<file path="config.mk">
export PLATFORM = sky130hd
export DESIGN_NAME = icmp_echo_ping_engine
export DESIGN_NICKNAME = d
export VERILOG_FILES = /design/src/rtl/iep_pkg.sv /design/src/rtl/iep_cmd_fifo.sv /design/src/rtl/iep_front.sv /design/src/rtl/iep_back.sv /design/src/rtl/icmp_echo_ping_engine.sv
export VERILOG_INCLUDE_DIRS = /design/src /design/src/rtl
export SDC_FILE = /design/constraint.sdc
export NUM_CORES = 1
export LEC_CHECK = 0
export BUFFER_PORTS_ARGS = -buffer_cell sky130_fd_sc_hd__buf_2
export CORE_MARGIN = 4
export CORE_UTILIZATION = 40
export CTS_CLUSTER_DIAMETER = 100
export CTS_CLUSTER_SIZE = 24
export DETAILED_ROUTE_END_ITERATION = 6
export SETUP_SLACK_MARGIN = 0.5
export SYNTH_ARGS = -nofsm -noshare
export SYNTH_HDL_FRONTEND = slang
export SYNTH_SLANG_ARGS = --single-unit
</file>
<file path="constraint.sdc">
create_clock -name clk -period 10.2 [get_ports clk]
set_input_delay 2.04 -clock clk [delete_from_list [all_inputs] [get_ports clk]]
set_output_delay 2.04 -clock clk [all_outputs]
set_load 0.005 [all_outputs]
</file>
<file path="src/rtl/icmp_echo_ping_engine_defines.svh">
// Assertion macros shared by the ping engine modules
`ifndef ICMP_ECHO_PING_ENGINE_DEFINES_SVH
`define ICMP_ECHO_PING_ENGINE_DEFINES_SVH
// Check that a condition implies a consequence in the same cycle
`define IEP_ASSERT_IMP(label, ante, cons) \
    label: assert property (@(posedge clk) disable iff (!rst_n) (ante) |-> (cons)) \
        else $error("assertion failed");
// Check that a condition implies a consequence in the next cycle
`define IEP_ASSERT_NEXT(label, ante, cons) \
    label: assert property (@(posedge clk) disable iff (!rst_n) (ante) |=> (cons)) \
        else $error("assertion failed");
`endif

</file>
<file path="src/rtl/iep_pkg.sv">
// ----------------------------------------------------------------------------
// iep_pkg: shared types and constants
// Word structs, command codes and frame constants for the ping engine.
// ----------------------------------------------------------------------------
package iep_pkg;
    localparam int PAYLOAD_BYTES = 32;
    localparam int RX_FRAME_MAX  = 1518;
    localparam int FRAME_LEN     = 42 + PAYLOAD_BYTES;
    localparam int FRAME_WORDS   = (FRAME_LEN + 1) / 2;
    localparam int WIDX_W        = $clog2(FRAME_WORDS + 1);
    localparam int RXI_W         = 11;

    localparam logic [1:0] OP_START = 2'd0;
    localparam logic [1:0] OP_RX    = 2'd1;
    localparam logic [1:0] OP_TICK  = 2'd2;

    localparam logic [1:0] KIND_TX      = 2'd0;
    localparam logic [1:0] KIND_MATCH   = 2'd1;
    localparam logic [1:0] KIND_TIMEOUT = 2'd2;

    localparam logic [2:0] REG_OWN_MAC   = 3'd0;
    localparam logic [2:0] REG_OWN_IP    = 3'd1;
    localparam logic [2:0] REG_PEER_MAC  = 3'd2;
    localparam logic [2:0] REG_PEER_IP   = 3'd3;
    localparam logic [2:0] REG_IDENT     = 3'd4;
    localparam logic [2:0] REG_SEQ       = 3'd5;
    localparam logic [2:0] REG_SPINS     = 3'd6;
    localparam logic [2:0] REG_TRY_LIMIT = 3'd7;

    typedef struct packed {
        logic [1:0] op;
        logic [7:0] rx_data;
        logic       rx_end;
    } in_word_t;

    typedef struct packed {
        logic [1:0]  kind;
        logic [15:0] tx_word;
        logic        tx_end;
    } out_word_t;

    // Command from front to back: send frame, or emit a status word
    typedef struct packed {
        logic       send;
        logic [1:0] kind;
    } cmd_t;

    typedef struct packed {
        logic [47:0] own_mac;
        logic [31:0] own_ip;
        logic [47:0] peer_mac;
        logic [31:0] peer_ip;
        logic [15:0] ident;
        logic [15:0] seq;
    } frame_cfg_t;

    typedef enum logic [0:0] {
        BK_IDLE,
        BK_SEND
    } bk_state_t;

    // Payload index stays below PAYLOAD_BYTES (32); two compare-subtract steps reduce any index below 78 mod 26
    function automatic logic [7:0] pay_byte(input int i);
        int r;
        r = i;
        if (r >= 52)
            r = r - 52;
        else if (r >= 26)
            r = r - 26;
        return 8'(65 + r);
    endfunction

    // Constant sum of the ICMP payload words
    function automatic logic [31:0] pay_sum();
        logic [31:0] s;
        int i;
        s = 32'd0;
        for (i = 0; i + 1 < PAYLOAD_BYTES; i += 2)
            s = s + {16'd0, pay_byte(i), pay_byte(i + 1)};
        if ((PAYLOAD_BYTES % 2) != 0)
            s = s + {16'd0, pay_byte(PAYLOAD_BYTES - 1), 8'd0};
        return s;
    endfunction

    function automatic logic [15:0] fold_not(input logic [19:0] s);
        logic [16:0] a;
        logic [15:0] b;
        a = {1'b0, s[15:0]} + {13'd0, s[19:16]};
        b = a[15:0] + {15'd0, a[16]};
        return ~b;
    endfunction
endpackage

</file>
<file path="src/rtl/iep_cmd_fifo.sv">
// ----------------------------------------------------------------------------
// iep_cmd_fifo: command queue between front and back
// Four-entry queue of commands; lets the front keep taking words.
// ----------------------------------------------------------------------------
module iep_cmd_fifo (
    input  logic          clk,
    input  logic          rst_n,
    input  logic          wr,
    input  iep_pkg::cmd_t wdata,
    output logic          full,
    input  logic          rd,
    output iep_pkg::cmd_t rdata,
    output logic          empty
);
    import iep_pkg::*;
    `include "icmp_echo_ping_engine_defines.svh"

    cmd_t       mem [4];
    logic [1:0] wp_reg, rp_reg;
    logic [2:0] cnt_reg;

    assign full  = (cnt_reg == 3'd4);
    assign empty = (cnt_reg == 3'd0);
    assign rdata = mem[rp_reg];

    always_ff @(posedge clk)
    begin
        if (wr && !full)
            mem[wp_reg] <= wdata;
    end

    always_ff @(posedge clk or negedge rst_n)
    begin
        if (!rst_n)
        begin
            wp_reg  <= '0;
            rp_reg  <= '0;
            cnt_reg <= '0;
        end
        else
        begin
            if (wr && !full)
                wp_reg <= wp_reg + 2'd1;
            if (rd && !empty)
                rp_reg <= rp_reg + 2'd1;
            cnt_reg <= cnt_reg + {2'd0, wr && !full} - {2'd0, rd && !empty};
        end
    end

    `IEP_ASSERT_IMP(a_cnt_range, 1'b1, cnt_reg <= 3'd4)
    `IEP_ASSERT_NEXT(a_fill, (wr && !full && !(rd && !empty)), !empty)
    `IEP_ASSERT_NEXT(a_drain, (cnt_reg == 3'd1 && rd && !wr), empty)
endmodule

</file>
<file path="src/rtl/iep_front.sv">
// ----------------------------------------------------------------------------
// iep_front: classifier, receive matcher and retry timer
// Takes one input word a cycle and queues send or status commands.
// ----------------------------------------------------------------------------
module iep_front (
    input  logic              clk,
    input  logic              rst_n,
    input  logic              in_valid,
    input  iep_pkg::in_word_t in_word,
    input  logic [31:0]       peer_ip,
    input  logic [15:0]       ident,
    input  logic [15:0]       seq,
    input  logic [31:0]       spins_per_try,
    input  logic [7:0]        try_limit,
    output logic              cmd_push,
    output iep_pkg::cmd_t     cmd_word
);
    import iep_pkg::*;
    `include "icmp_echo_ping_engine_defines.svh"

    logic             active_reg, active_next;
    logic [7:0]       tries_reg, tries_next;
    logic [31:0]      spin_reg, spin_next;
    logic [RXI_W-1:0] rxi_reg, rxi_next;
    logic             rxok_reg, rxok_next;
    logic             chk;
    logic [7:0]       want;
    logic [31:0]      period;
    logic [7:0]       limit;
    logic [RXI_W-1:0] rxi_inc;

    always_comb
    begin
        chk  = 1'b0;
        want = 8'd0;
        case (rxi_reg)
            11'd12: begin chk = 1'b1; want = 8'h08; end
            11'd13: begin chk = 1'b1; want = 8'h00; end
            11'd23: begin chk = 1'b1; want = 8'd1; end
            11'd26: begin chk = 1'b1; want = peer_ip[31:24]; end
            11'd27: begin chk = 1'b1; want = peer_ip[23:16]; end
            11'd28: begin chk = 1'b1; want = peer_ip[15:8]; end
            11'd29: begin chk = 1'b1; want = peer_ip[7:0]; end
            11'd34: begin chk = 1'b1; want = 8'd0; end
            11'd38: begin chk = 1'b1; want = ident[15:8]; end
            11'd39: begin chk = 1'b1; want = ident[7:0]; end
            11'd40: begin chk = 1'b1; want = seq[15:8]; end
            11'd41: begin chk = 1'b1; want = seq[7:0]; end
            default:
            begin
                if (rxi_reg >= 11'd42 && rxi_reg < 11'(FRAME_LEN))
                begin
                    chk  = 1'b1;
                    want = pay_byte(int'(rxi_reg) - 42);
                end
            end
        endcase
    end

    assign period  = (spins_per_try == 32'd0) ? 32'd1 : spins_per_try;
    assign limit   = (try_limit == 8'd0) ? 8'd1 : try_limit;
    assign rxi_inc = (rxi_reg < 11'(RX_FRAME_MAX)) ? rxi_reg + 11'd1 : rxi_reg;

    always_comb
    begin
        active_next = active_reg;
        tries_next  = tries_reg;
        spin_next   = spin_reg;
        rxi_next    = rxi_reg;
        rxok_next   = rxok_reg;
        cmd_push    = 1'b0;
        cmd_word    = '{send: 1'b0, kind: KIND_TX};
        if (in_valid)
        begin
            case (in_word.op)
                OP_START:
                begin
                    active_next = 1'b1;
                    tries_next  = 8'd1;
                    spin_next   = '0;
                    rxi_next    = '0;
                    rxok_next   = 1'b1;
                    cmd_push    = 1'b1;
                    cmd_word    = '{send: 1'b1, kind: KIND_TX};
                end
                OP_RX:
                begin
                    if (rxi_reg < 11'(RX_FRAME_MAX) && chk && want != in_word.rx_data)
                        rxok_next = 1'b0;
                    rxi_next = rxi_inc;
                    if (in_word.rx_end)
                    begin
                        if (active_reg && rxok_next && rxi_inc >= 11'(FRAME_LEN))
                        begin
                            active_next = 1'b0;
                            cmd_push    = 1'b1;
                            cmd_word    = '{send: 1'b0, kind: KIND_MATCH};
                        end
                        rxi_next  = '0;
                        rxok_next = 1'b1;
                    end
                end
                OP_TICK:
                begin
                    if (active_reg)
                    begin
                        // compare count+1 >= period without a wide adder chain
                        if (spin_reg >= period - 32'd1)
                        begin
                            spin_next = '0;
                            cmd_push  = 1'b1;
                            if (tries_reg >= limit)
                            begin
                                active_next = 1'b0;
                                cmd_word    = '{send: 1'b0, kind: KIND_TIMEOUT};
                            end
                            else
                            begin
                                tries_next = tries_reg + 8'd1;
                                cmd_word   = '{send: 1'b1, kind: KIND_TX};
                            end
                        end
                        else
                            spin_next = spin_reg + 32'd1;
                    end
                end
                default: ;
            endcase
        end
    end

    always_ff @(posedge clk or negedge rst_n)
    begin
        if (!rst_n)
        begin
            active_reg <= 1'b0;
            tries_reg  <= '0;
            spin_reg   <= '0;
            rxi_reg    <= '0;
            rxok_reg   <= 1'b1;
        end
        else
        begin
            active_reg <= active_next;
            tries_reg  <= tries_next;
            spin_reg   <= spin_next;
            rxi_reg    <= rxi_next;
            rxok_reg   <= rxok_next;
        end
    end

    `IEP_ASSERT_IMP(a_rxi_sat, 1'b1, rxi_reg <= 11'(RX_FRAME_MAX))
    `IEP_ASSERT_IMP(a_push_valid, cmd_push, in_valid)
    `IEP_ASSERT_NEXT(a_start_active, (in_valid && in_word.op == OP_START), active_reg)
endmodule

</file>
<file path="src/rtl/iep_back.sv">
// ----------------------------------------------------------------------------
// iep_back: frame generator
// Pops commands, builds checksums and streams frame or status words out.
// ----------------------------------------------------------------------------
module iep_back (
    input  logic                clk,
    input  logic                rst_n,
    input  logic                cmd_empty,
    input  iep_pkg::cmd_t       cmd_word,
    output logic                cmd_pop,
    input  iep_pkg::frame_cfg_t fcfg,
    output logic                out_valid,
    output iep_pkg::out_word_t  out_word,
    input  logic                out_take
);
    import iep_pkg::*;
    `include "icmp_echo_ping_engine_defines.svh"

    bk_state_t         st_reg, st_next;
    logic [WIDX_W-1:0] w_reg, w_next;
    logic [15:0]       ipc_reg, ipc_next, icc_reg, icc_next;
    logic              ov_reg, ov_next;
    out_word_t         ow_reg, ow_next;
    logic [19:0]       ip_sum, ic_sum;
    logic [15:0]       word;
    logic              slot_free;

    localparam logic [31:0] PSUM = pay_sum();

    assign ip_sum = 20'h4500 + 20'(28 + PAYLOAD_BYTES) + 20'h0001 + 20'h4001
                  + {4'd0, fcfg.own_ip[31:16]} + {4'd0, fcfg.own_ip[15:0]}
                  + {4'd0, fcfg.peer_ip[31:16]} + {4'd0, fcfg.peer_ip[15:0]};
    assign ic_sum = 20'h0800 + {4'd0, fcfg.ident} + {4'd0, fcfg.seq} + PSUM[19:0];

    function automatic logic [7:0] tbyte(input int p, input logic [15:0] ipc,
                                         input logic [15:0] icc, input frame_cfg_t c);
        logic [7:0] b;
        b = 8'd0;
        if (p < 6)
            b = c.peer_mac[8*(5-p) +: 8];
        else if (p < 12)
            b = c.own_mac[8*(11-p) +: 8];
        else if (p == 12) b = 8'h08;
        else if (p == 14) b = 8'h45;
        else if (p == 16) b = 8'((28 + PAYLOAD_BYTES) >> 8);
        else if (p == 17) b = 8'(28 + PAYLOAD_BYTES);
        else if (p == 19) b = 8'd1;
        else if (p == 22) b = 8'd64;
        else if (p == 23) b = 8'd1;
        else if (p == 24) b = ipc[15:8];
        else if (p == 25) b = ipc[7:0];
        else if (p >= 26 && p < 30) b = c.own_ip[8*(29-p) +: 8];
        else if (p >= 30 && p < 34) b = c.peer_ip[8*(33-p) +: 8];
        else if (p == 34) b = 8'd8;
        else if (p == 36) b = icc[15:8];
        else if (p == 37) b = icc[7:0];
        else if (p == 38) b = c.ident[15:8];
        else if (p == 39) b = c.ident[7:0];
        else if (p == 40) b = c.seq[15:8];
        else if (p == 41) b = c.seq[7:0];
        else if (p >= 42 && p < FRAME_LEN) b = pay_byte(p - 42);
        return b;
    endfunction

    assign word = {tbyte(2 * int'(w_reg), ipc_reg, icc_reg, fcfg),
                   tbyte(2 * int'(w_reg) + 1, ipc_reg, icc_reg, fcfg)};
    assign slot_free = !ov_reg || out_take;

    always_comb
    begin
        st_next  = st_reg;
        w_next   = w_reg;
        ipc_next = ipc_reg;
        icc_next = icc_reg;
        ov_next  = ov_reg && !out_take;
        ow_next  = ow_reg;
        cmd_pop  = 1'b0;
        case (st_reg)
            BK_IDLE:
            begin
                if (!cmd_empty && slot_free)
                begin
                    cmd_pop = 1'b1;
                    if (cmd_word.send)
                    begin
                        // latch checksums; words are produced in BK_SEND once the output slot is free
                        ipc_next = fold_not(ip_sum);
                        icc_next = fold_not(ic_sum);
                        w_next   = '0;
                        st_next  = BK_SEND;
                    end
                    else
                    begin
                        ov_next = 1'b1;
                        ow_next = '{kind: cmd_word.kind, tx_word: 16'd0, tx_end: 1'b0};
                    end
                end
            end
            BK_SEND:
            begin
                if (slot_free)
                begin
                    ov_next = 1'b1;
                    ow_next = '{kind: KIND_TX, tx_word: word,
                                tx_end: (w_reg == WIDX_W'(FRAME_WORDS - 1))};
                    w_next  = w_reg + WIDX_W'(1);
                    if (w_reg == WIDX_W'(FRAME_WORDS - 1))
                        st_next = BK_IDLE;
                end
            end
            default: st_next = BK_IDLE;
        endcase
    end

    always_ff @(posedge clk or negedge rst_n)
    begin
        if (!rst_n)
        begin
            st_reg <= BK_IDLE;
            w_reg  <= '0;
            ov_reg <= 1'b0;
        end
        else
        begin
            st_reg <= st_next;
            w_reg  <= w_next;
            ov_reg <= ov_next;
        end
    end

    always_ff @(posedge clk)
    begin
        ipc_reg <= ipc_next;
        icc_reg <= icc_next;
        ow_reg  <= ow_next;
    end

    assign out_valid = ov_reg;
    assign out_word  = ow_reg;

    `IEP_ASSERT_NEXT(a_hold, (ov_reg && !out_take), ov_reg && $stable(ow_reg))
    `IEP_ASSERT_IMP(a_pop_idle, cmd_pop, st_reg == BK_IDLE)
    `IEP_ASSERT_IMP(a_wrange, st_reg == BK_SEND, w_reg < WIDX_W'(FRAME_WORDS))
endmodule

</file>
<file path="src/rtl/icmp_echo_ping_engine.sv">
// ICMP echo engine: push command words (start, received byte, poll tick) and pop result
// words (frame words, reply matched, timed out). The front takes one input word every
// cycle while the command queue has room; received bytes are matched in that same cycle.
// A start or resend queues a frame; the back part latches the two checksums, then
// streams (42+PAYLOAD_BYTES+1)/2 words, one per cycle while pop keeps up. full rises
// when the four-deep command queue fills. Configuration writes are always accepted.
// ----------------------------------------------------------------------------
// icmp_echo_ping_engine: top level
// Register file, front classifier, command queue and frame generator.
// ----------------------------------------------------------------------------
module icmp_echo_ping_engine (
    input  logic               clk,
    input  logic               rst_n,
    input  logic               push,
    input  iep_pkg::in_word_t  in_word,
    output logic               full,
    output logic               empty,
    input  logic               pop,
    output iep_pkg::out_word_t out_word,
    input  logic               cfg_valid,
    output logic               cfg_ready,
    input  logic [2:0]         cfg_index,
    input  logic [63:0]        cfg_data
);
    import iep_pkg::*;

    logic [47:0] own_mac_reg, peer_mac_reg;
    logic [31:0] own_ip_reg, peer_ip_reg, spins_reg;
    logic [15:0] ident_reg, seq_reg;
    logic [7:0]  limit_reg;
    logic        in_valid, q_push, q_full, q_empty, q_pop, out_valid;
    cmd_t        q_wdata, q_rdata;
    frame_cfg_t  fcfg;

    // Register writes are always accepted
    assign cfg_ready = 1'b1;

    always_ff @(posedge clk or negedge rst_n)
    begin
        if (!rst_n)
        begin
            own_mac_reg  <= '0;
            own_ip_reg   <= 32'd167772687;
            peer_mac_reg <= '0;
            peer_ip_reg  <= '0;
            ident_reg    <= '0;
            seq_reg      <= '0;
            spins_reg    <= 32'd2000000;
            limit_reg    <= 8'd20;
        end
        else if (cfg_valid)
        begin
            case (cfg_index)
                REG_OWN_MAC:   own_mac_reg  <= cfg_data[47:0];
                REG_OWN_IP:    own_ip_reg   <= cfg_data[31:0];
                REG_PEER_MAC:  peer_mac_reg <= cfg_data[47:0];
                REG_PEER_IP:   peer_ip_reg  <= cfg_data[31:0];
                REG_IDENT:     ident_reg    <= cfg_data[15:0];
                REG_SEQ:       seq_reg      <= cfg_data[15:0];
                REG_SPINS:     spins_reg    <= cfg_data[31:0];
                REG_TRY_LIMIT: limit_reg    <= cfg_data[7:0];
                default: ;
            endcase
        end
    end

    assign fcfg = '{own_mac: own_mac_reg, own_ip: own_ip_reg, peer_mac: peer_mac_reg,
                    peer_ip: peer_ip_reg, ident: ident_reg, seq: seq_reg};

    // Accept a word only while the queue has room for whatever it might queue
    assign full     = q_full;
    assign in_valid = push && !q_full;

    iep_front u_front (
        .clk(clk), .rst_n(rst_n), .in_valid(in_valid), .in_word(in_word),
        .peer_ip(peer_ip_reg), .ident(ident_reg), .seq(seq_reg),
        .spins_per_try(spins_reg), .try_limit(limit_reg),
        .cmd_push(q_push), .cmd_word(q_wdata)
    );

    iep_cmd_fifo u_fifo (
        .clk(clk), .rst_n(rst_n), .wr(q_push), .wdata(q_wdata), .full(q_full),
        .rd(q_pop), .rdata(q_rdata), .empty(q_empty)
    );

    iep_back u_back (
        .clk(clk), .rst_n(rst_n), .cmd_empty(q_empty), .cmd_word(q_rdata),
        .cmd_pop(q_pop), .fcfg(fcfg), .out_valid(out_valid), .out_word(out_word),
        .out_take(pop)
    );

    assign empty = !out_valid;
endmodule

</file>
==> results.ini, run 1 <==
[yosys]
yosys.area_share.simple_pct = 13.3
netlist_instances = 2485
yosys_warnings = 0
yosysTopAreaCell = dfrtp_1
synth-seq-cells = 363
synth-seq-area-share_pct = 38.2
synthArstFlopShare_pct = 82.6
synth_fp_nets = 2749
synth_cell_types = 103
syn_area_per_cell_sq_um = 9.93
synth_commonest_cells = 283 x dfrtp_1, 211 x mux2_2, 186 x nand2_1
synth_edf_count = 63
synth_compound_area_share_pct = 14.4
synth_area_leaders = dfrtp_1 29%, mux2_2 9.6%, edfxtp_1 7.7%
muxShareOfSynthArea_pct = 12.6
synth_fa_ha_area_share_pct = 10.4
synth_top_area_share_pct = 28.7
post-synth-top-count-cell = dfrtp_1
ys.flop_type = dfrtp_1
synth_top_family_by_area = compound AO/OA/AOI/OAI gates
synth-xor-area-share_pct = 6.98
syn_area_sq_um = 24700

[timing]
slew_headroom_pct = 21.2
final.min_clock_period_ns = 8.50
finalMaxSlewViolations = 0
setup_viol = 0
finalClockSkew_ns = 0.0267
hold_slack_ns = 0.514
fin_setup_tns_ns = 0
fin_crit_sh_pct = 83.4
rsz0062_at_grt = false
hold_viol_final = 0
worst_pin_slew_ns = 1.17
fmaxAchievable_ghz = 0.118

[worst_setup_path]
max_stage_delay_ns = 0.51
crit_slowest_cell = fa_1
critPathArrivalTime_ns = 8.84
crit_type = register to register
cp.required_ns = 10.54
path_max_fanout = 4
cp-start-kind = register
cp-end-kind = register

[pwr]
p_per_area_nw_per_um2 = 297
p_comb_share_pct = 58.7
power_switching_mw = 3.66
swShare_pct = 46.5
irDropWorstVdd_v = 0.000240
seq_power_share_pct = 29.1
p_leak_nw = 11.3
internal-power_mw = 4.21
p_clk_share_pct = 12.2

[finish]
num-nets-final = 2773
syn2layout_area_growth_pct = 7.42
drive_gt1_share_pct = 16.2

[clocking]
cts.reportedPaths.clkPinSlew_ns = 0.11
clock_latency_ns = 0.58
postCtsSetupBuffers = 0
root_buffer = clkbuf_16
numCtsBuffers = 21
cts-resized-gates = 0
htree_levels = 1
postCtsHoldBufs = 0
cts.sinks = 363
tritoncts = yes
clockBufferDepth = 3

[global_routing]
grt_max_degree = 185
grt_pass1_wl_mm = 115
first_global_vias = 19200
grt_use_total_pct = 21.9
antenna_found_initial = 8
overflow = 0

[routing]
ant_nets = 0
first_pass_iters = 7
drc = 0
vias = 19400
finalWirelength_mm = 73.9
wl_per_cell_um = 22.3
drt_iter0_drc = 1757
vias_per_cell = 5.85

[die]
initial_core_util_pct = 40.7
die_h_um = 256
std_cell_rows = 90
fp.dieArea_sq_um = 65700
die_x_um = 256
core-area_sq_um = 60700
ios = 105

[placed_design]
numPortBuffers = 87
dp_hpwl_mm = 56.1
place_congestion = 0.948

[hold_path]
hold_path.class = register to register

[outcome]
status = complete, no violations

[flow_run]
drv_cap = 0

-- layout by cell type (no fill, tap or decap), drive strengths merged, types with 17 or more instances in the layout --
| cell | Yosys | routed |
|---|---|---|
| a21o | 36 | 36 |
| nand2 | 189 | 189 |
| edfxtp | 63 | 63 |
| o22ai | 25 | 25 |
| buf | 19 | 100 |
| mux2 | 212 | 212 |
| a22oi | 28 | 28 |
| fa | 36 | 36 |
| dfrtp | 283 | 283 |
| nand3 | 65 | 65 |
| nand2b | 22 | 22 |
| nand4 | 30 | 30 |
| xnor2 | 109 | 109 |
| ha | 145 | 145 |
| nor2 | 168 | 168 |
| xor2 | 86 | 86 |
| nor3 | 57 | 57 |
| o21ai | 136 | 136 |
| and2 | 28 | 28 |
| and3 | 20 | 20 |
| nor2b | 18 | 18 |
| clkbuf | 80 | 30 |
| dfstp | 17 | 17 |
| mux2i | 66 | 66 |
| inv | 160 | 167 |
| a21oi | 110 | 110 |
| nor4 | 18 | 18 |
| o211ai | 20 | 20 |
-- final timing paths --
kind	to	startpoint	slack, ns	cells past startpoint
setup / recovery	u_back.ipc_reg[14]	own_ip_reg[17]	1.70	39
hold / removal	own_mac_reg[22]	own_mac_reg[22]	0.51	1
hold reg to reg	own_mac_reg[22]	own_mac_reg[22]	0.51	1
min in group asynchronous	own_mac_reg[36]	rst_n	1.54	1
setup reg to reg	u_back.ipc_reg[14]	own_ip_reg[17]	1.70	39
max in group asynchronous	ident_reg[7]	rst_n	7.08	2
-- cells by family (layout without fill, tap and decap cells) --
kind of cell	after synthesis	in the layout
other	1	5
flip-flops	363	363
XOR/XNOR	195	195
AND/OR/NAND/NOR	673	673
buffers and inverters	263	302
adder cells (fa/ha/maj)	183	183
multiplexers	281	281
AO/OA/AOI/OAI	526	526
-- area by class of cell --
| class | instances | area, sq um |
|---|---|---|
| repair buffers | 100 | 556 |
| fillers | 5748 | 34200 |
| inverters | 164 | 616 |
| clock inverters | 8 | 86.3 |
| multi-input cells | 1859 | 14300 |
| flip-flops and latches | 363 | 9420 |
| well taps | 782 | 978 |
| diodes | 4 | 10.0 |
| clock buffers | 30 | 581 |
-- metal layers --
metal  GRT usage, %  up-vias  routed length (um)
li1               -     8975                   -
met1           31.0     9687               33300
met2           35.8      597               34300
met3           2.53       97                4020
met4           6.08        0                2220
met5              0        -                   0
-- power by group through the flow --
stage | logic, mW | registers, mW | clock network [mW]
finish | 4.62 | 2.29 | 0.961
global route | 5.12 | 2.33 | 1.03
CTS | 4.60 | 2.28 | 0.977
detailed placement | 4.56 | 2.31 | 0
global placement | 4.51 | 2.30 | 0
floorplan | 3.49 | 2.13 | 0
-- metrics by stage --
stage | utilization [%] | setup slack (ns) | cells | total power, mW | area, sq um
after floorplan | - | 2.79 | 2485 | 5.62 | 24700
after global placement | 42.6 | 2.00 | 3268 | 6.81 | 25800
after CTS | 43.7 | 1.80 | 3306 | 7.86 | 26500
after global routing | 43.7 | 1.02 | 3310 | 8.49 | 26500
final | 43.7 | 1.70 | 3310 | 7.87 | 26500
after detailed placement | 42.6 | 1.85 | 3268 | 6.87 | 25800
-- critical path: cells and delay by family (launching register included) --
| family | cells | cell delay [ns] |
|---|---|---|
| DFF | 1 | 0.45 |
| buffers and inverters | 2 | 0.17 |
| AOI/OAI and AO/OA | 14 | 2.53 |
| and+or+nand+nor | 13 | 2.46 |
| xor gates and xnor gates | 2 | 0.23 |
| adders and majority gates | 8 | 2.45 |
Note: power is estimated with default switching activity, not from simulation.
==> run 2, diff against run 1 <==
Clock period 10.2 ns to 8.4 ns, I/O delays scaled along.
==> run 2 against run 1 <==
Worst setup slack got worse by 0.72 ns. Register-to-register slack got worse by 0.72 ns. Hold slack got worse by 0.0011 ns. First-iteration DRC count decreased by 6.1%. Highest routed layer is now met5. Clock-buffer cell count unchanged. Combinational power increased by 32%. Sequential power increased by 21%. Die area unchanged. Total power increased by 27%. Clock skew increased by 0.0058 ns.
==> results.ini, run 2 (same netlist as run 1, synthesis figures left out) <==
[outcome]
status = complete, no violations

[worst_setup_path]
reg2reg_from = own_ip_reg[18]
crit_path_end = u_back.ipc_reg[14]
max_stage_delay_ns = 0.54  ; +0.03 ns
cp.required_ns = 8.72  ; -1.82 ns
ff2ff_path_depth = 39  ; unchanged
r2r-end = u_back.ipc_reg[14]
path_max_fanout = 3  ; -1
critPathMostFrequentCell = a21o_1
cp-end-kind = register
startpoint = own_ip_reg[18]
crit_slowest_cell = fa_2
critPathArrivalTime_ns = 7.74  ; -1.10 ns
rrSetupSlack_ns = 0.98  ; -0.72 ns
crit_family = adder cells
path_buf_inv = 2  ; unchanged
crit_cells = 39  ; unchanged
cp-start-kind = register
crit_type = register to register

[timing]
finalClockSkew_ns = 0.0324  ; +0.00576 ns
worst_pin_slew_ns = 1.23  ; +0.0611 ns
fin_ws_ns = 0.978  ; -0.720 ns
final.min_clock_period_ns = 7.42  ; -1.08 ns
rsz0062_at_grt = false
fin_setup_tns_ns = 0  ; unchanged
hold_viol_final = 0  ; unchanged
fin_crit_sh_pct = 88.4  ; +5.0 points
fmaxAchievable_ghz = 0.135  ; +15%
finalMaxSlewViolations = 0  ; unchanged
hold_slack_ns = 0.513  ; -0.00112 ns
setup_viol = 0  ; unchanged
slew_headroom_pct = 17.4  ; -3.8 points

[global_routing]
grt_max_degree = 132  ; -29%
grt_pass1_wl_mm = 114  ; -0.78%
grt_use_total_pct = 21.8  ; -0.14 points
first_global_vias = 19100  ; -0.87%
overflow = 0  ; unchanged
antenna_found_initial = 4  ; -4

[clocking]
clock_latency_ns = 0.56  ; -0.02 ns
tritoncts = yes
postCtsHoldBufs = 0  ; unchanged
numCtsBuffers = 21  ; unchanged
root_buffer = clkbuf_16
cts.reportedPaths.clkPinSlew_ns = 0.10  ; about the same
cts.sinks = 363  ; unchanged
clockBufferDepth = 3  ; unchanged
htree_levels = 1  ; unchanged

[placed_design]
place_congestion = 0.927  ; -2.3%
dp_hpwl_mm = 56.3  ; +0.32%
numPortBuffers = 87  ; unchanged
dpl_worst_slack_ns = 0.200  ; -1.65 ns

[hold_path]
hold_path.class = register to register
hold-path-cell-count = 1  ; unchanged

[finish]
drive_gt1_share_pct = 18.1  ; +1.9 points
num-nets-final = 2791  ; +0.65%
final_common_cell = dfrtp_1
syn2layout_area_growth_pct = 8.64
layout.area.seq_sq_um = 9430  ; about the same
final_cell_mix = 281 x dfrtp_1, 211 x mux2_2, 186 x nand2_1
multi_input_area_sq_um = 14400  ; +1.2%
fillerInstances = 5772  ; +0.42%

[die]
die_h_um = 256  ; unchanged
core-area_sq_um = 60700  ; unchanged
initial_core_util_pct = 40.7  ; unchanged
die_x_um = 256  ; unchanged
fp.dieArea_sq_um = 65700  ; unchanged
ios = 105  ; unchanged
std_cell_rows = 90  ; unchanged

[routing]
first_pass_iters = 6  ; -1
vias_per_cell = 5.84  ; -0.12%
vias = 19400  ; +0.40%
finalWirelength_mm = 73.6  ; -0.39%
wl_per_cell_um = 22.1  ; -0.90%
drc = 0  ; unchanged
ant_nets = 0  ; unchanged
drt_iter0_drc = 1650  ; -6.1%

[pwr]
p_leak_nw = 11.4  ; +0.89%
p_per_area_nw_per_um2 = 374  ; +26%
irDropWorstVdd_v = 0.000323  ; +35%

[flow_run]
drv_cap = 0  ; unchanged

run 2: changes by cell type in the layout (fill, tap and decap cells not counted), sizes merged:
cell,delta
buf,+18
inv,-2
clkinv,+1
run 2: area by class of cell:
class	count	area share (%)
Multi-Input combinational cell	1859	53.8
Sequential cell	363	35.2
Tap cell	782	3.65
Timing Repair Buffer	118	2.58
Inverter	164	2.30
Clock buffer	30	2.17
Clock inverter	7	0.294
Antenna cell	4	0.0373
run 2: what timing repair did:
action / CTS / global route
pin swaps: 1 / 22
setup endpoints to repair: 5 / 12
gates cloned: 0 / 0
setup buffers: 0 / 15
resized for setup: 12 / 28
run 2: worst min path at each step:
stage | start | endpoint | slack (ns)
after global routing | own_mac_reg[6] | own_mac_reg[6] | 0.52
after global placement | peer_mac_reg[4] | peer_mac_reg[4] | 0.49
after CTS | peer_mac_reg[3] | peer_mac_reg[3] | 0.51
final | peer_mac_reg[0] | peer_mac_reg[0] | 0.51
after floorplan | limit_reg[1] | limit_reg[1] | 0.48
after detailed placement | peer_mac_reg[7] | peer_mac_reg[7] | 0.49
run 2: stage by stage:
stage / power (mW) / utilization, % / instance area [sq um] / instances
after CTS: 9.67 / 43.8 / 26600 / 3308
after global routing: 10.8 / 44.2 / 26800 / 3325
after floorplan: 6.83 / - / 24700 / 2485
after global placement: 8.30 / 42.6 / 25900 / 3271
after detailed placement: 8.40 / 42.6 / 25900 / 3271
final: 10.0 / 44.2 / 26800 / 3327
run 2: power breakdown:
group	leakage [nW]	internal (mW)	switching, mW
combinational	6.81	2.45	3.66
sequential	4.26	2.34	0.424
clock	0.319	0.505	0.636
total	11.4	5.30	4.72
run 2: routing by layer:
layer	up-vias	GRT usage, %	routed length [um]
met4	2	5.11	1890
met5	-	0	13
met2	593	35.9	34600
met1	9733	30.9	33100
met3	100	2.41	4010
li1	9005	-	-
==> run 3, diff against run 2 <==
Settings changed: CELL_PAD_IN_SITES_DETAIL_PLACEMENT from default to 1, CELL_PAD_IN_SITES_GLOBAL_PLACEMENT from default to 2, PLACE_DENSITY_LB_ADDON from default to 0.1.
==> run 3 against run 2 <==
Clock power is 5% higher. Critical endpoint unchanged. First-iteration DRC count grew 0.73%. Clock-buffer cell count decreased by 2. Highest routed layer is now met4. Largest cell class unchanged.
==> results.ini, run 3 (same netlist as run 1, synthesis figures left out) <==
[worst_setup_path]
critPathArrivalTime_ns = 7.82  ; +0.08 ns
crit_slowest_cell = fa_1
path_max_fanout = 3  ; unchanged
crit_type = register to register
cp-end-kind = register
cp.required_ns = 8.72  ; about the same
startpoint = own_ip_reg[18]
rrSetupSlack_ns = 0.91  ; -0.07 ns
r2r-end = u_back.ipc_reg[14]
reg2reg_from = own_ip_reg[18]
max_stage_delay_ns = 0.55  ; about the same
cp-start-kind = register
critPathMostFrequentCell = a21o_1
ff2ff_path_depth = 39  ; unchanged
crit_path_end = u_back.ipc_reg[14]

[clocking]
tritoncts = yes
postCtsHoldBufs = 0  ; unchanged
cts.reportedPaths.clkPinSlew_ns = 0.10  ; about the same
numCtsBuffers = 21  ; unchanged
clockBufferDepth = 3  ; unchanged
clock_latency_ns = 0.57  ; about the same
htree_levels = 1  ; unchanged
cts.sinks = 363  ; unchanged
root_buffer = clkbuf_16

[global_routing]
grt_pass1_wl_mm = 132  ; +16%
overflow = 0  ; unchanged
grt_use_total_pct = 26.0  ; +4.2 points
antenna_found_initial = 6  ; +2
grt_max_degree = 97  ; -27%
first_global_vias = 20400  ; +7.0%

[timing]
fin_crit_sh_pct = 89.2  ; +0.84 points
fin_setup_tns_ns = 0  ; unchanged
setup_viol = 0  ; unchanged
hold_viol_final = 0  ; unchanged
finalMaxSlewViolations = 0  ; unchanged
rsz0062_at_grt = false
final.min_clock_period_ns = 7.49  ; +0.0707 ns
fmaxAchievable_ghz = 0.133  ; -0.94%
finalClockSkew_ns = 0.0325  ; +0.0000735 ns
worst_pin_slew_ns = 1.14  ; -0.0988 ns
slew_headroom_pct = 23.5  ; +6.1 points

[pwr]
p_per_area_nw_per_um2 = 382  ; +2.1%
p_comb_share_pct = 61.6  ; +0.6 points
p_clk_share_pct = 11.6  ; +0.2 points
seq_power_share_pct = 26.8  ; -0.8 points
internal-power_mw = 5.36  ; +1.1%
irDropWorstVdd_v = 0.000292  ; -9.7%
power_mw = 10.3  ; +2.6%
swShare_pct = 47.9  ; +0.79 points
power_switching_mw = 4.93  ; +4.3%
p_leak_nw = 11.5  ; +0.57%

[placed_design]
place_congestion = 0.917  ; -1.0%
numPortBuffers = 87  ; unchanged
dp.cells = 3284  ; +0.40%
placed_area_sq_um = 25900  ; +0.36%
dp_hpwl_mm = 67.1  ; +19%

[finish]
final_area_sq_um = 26900  ; +0.52%
final_common_cell = dfrtp_1
final_cell_mix = 282 x dfrtp_1, 211 x mux2_2, 186 x nand2_1
final-instance-count-excl-fill = 3336  ; +0.27%
drive_gt1_share_pct = 18.8  ; +0.74 points
syn2layout_area_growth_pct = 9.20
num-nets-final = 2801  ; +0.36%
postLayoutCoreUtil_pct = 44.4  ; +0.23 points

[die]
fp.dieArea_sq_um = 65700  ; unchanged
die_h_um = 256  ; unchanged
die_x_um = 256  ; unchanged
std_cell_rows = 90  ; unchanged
initial_core_util_pct = 40.7  ; unchanged
ios = 105  ; unchanged
core-area_sq_um = 60700  ; unchanged

[routing]
vias = 19900  ; +2.3%
first_pass_iters = 5  ; -1
finalWirelength_mm = 87.9  ; +19%
drc = 0  ; unchanged
wl_per_cell_um = 26.3  ; +19%
vias_per_cell = 5.96  ; +2.0%
drt_iter0_drc = 1662  ; +0.73%
ant_nets = 0  ; unchanged

[outcome]
status = complete, no violations

[hold_path]
hold_path.class = register to register

[flow_run]
drv_cap = 0  ; unchanged

[run 3: changes by cell type in the layout (fill, tap and decap cells not counted), sizes merged]
cell    previous run  this run
buf              118       128
clkinv             6        11
inv              165       162
clkbuf            30        28
diode              4         2
bufinv             0         1
[run 3: worst min path at each step]
stage / from / end / slack, ns / cells after the start
3_5_place_dp: peer_mac_reg[4] / peer_mac_reg[4] / 0.50 / 1
4_1_cts: peer_mac_reg[39] / peer_mac_reg[39] / 0.52 / 1
6_report: peer_mac_reg[1] / peer_mac_reg[1] / 0.51 / 1
5_1_grt: peer_mac_reg[27] / peer_mac_reg[27] / 0.53 / 1
3_3_place_gp: own_mac_reg[6] / own_mac_reg[6] / 0.49 / 1
2_1_floorplan: limit_reg[1] / limit_reg[1] / 0.48 / 1
[run 3: per-stage QoR]
| step | hold slack (ns) | setup slack (ns) |
|---|---|---|
| 2_1_floorplan | 0.479 | 0.987 |
| 3_3_place_gp | 0.489 | 0.300 |
| 3_5_place_dp | 0.496 | -0.000959 |
| 4_1_cts | 0.518 | 0.509 |
| 5_1_grt | 0.526 | 0.465 |
| 6_report | 0.514 | 0.907 |
[run 3: power by group through the flow]
| stage | logic (mW) | clock network, mW | registers, mW |
|---|---|---|---|
| floorplan | 4.24 | 0 | 2.59 |
| global placement | 5.74 | 0 | 2.76 |
| detailed placement | 5.87 | 0 | 2.78 |
| CTS | 6.08 | 1.23 | 2.75 |
| global route | 6.92 | 1.28 | 2.80 |
| finish | 6.33 | 1.20 | 2.76 |
[run 3: worst max-delay path: cells and delay by family, from the launching register on]
| kind | cells | cell delay (ns) |
|---|---|---|
| buffers and inverters | 2 | 0.15 |
| DFF | 1 | 0.42 |
| xor gates and xnor gates | 2 | 0.26 |
| AOI/OAI and AO/OA | 14 | 2.24 |
| and+or+nand+nor | 13 | 1.89 |
| adders and majority gates | 8 | 2.24 |
[run 3: final cells by class]
type	instances	area, sq um
repair buffers	128	753
fillers	6815	33700
multi-input cells	1859	14500
inverters	164	616
diodes	2	5.00
clock inverters	10	129
flip-flops and latches	363	9420
clock buffers	28	562
well taps	782	978
[run 3: routing by layer]
metal	routed length (um)	vias to the layer above	track usage [%]
li1	-	8990	-
met1	41500	10300	38.3
met2	39900	494	41.3
met3	4620	79	3.32
met4	1880	0	5.39
met5	0	-	0
[run 3: timing repair]
action,4_1_cts,5_1_grt
buffers inserted,2,10
endpoints found under the setup margin,6,15
pin swaps,4,23
cloned,0,0
resized for setup,20,27
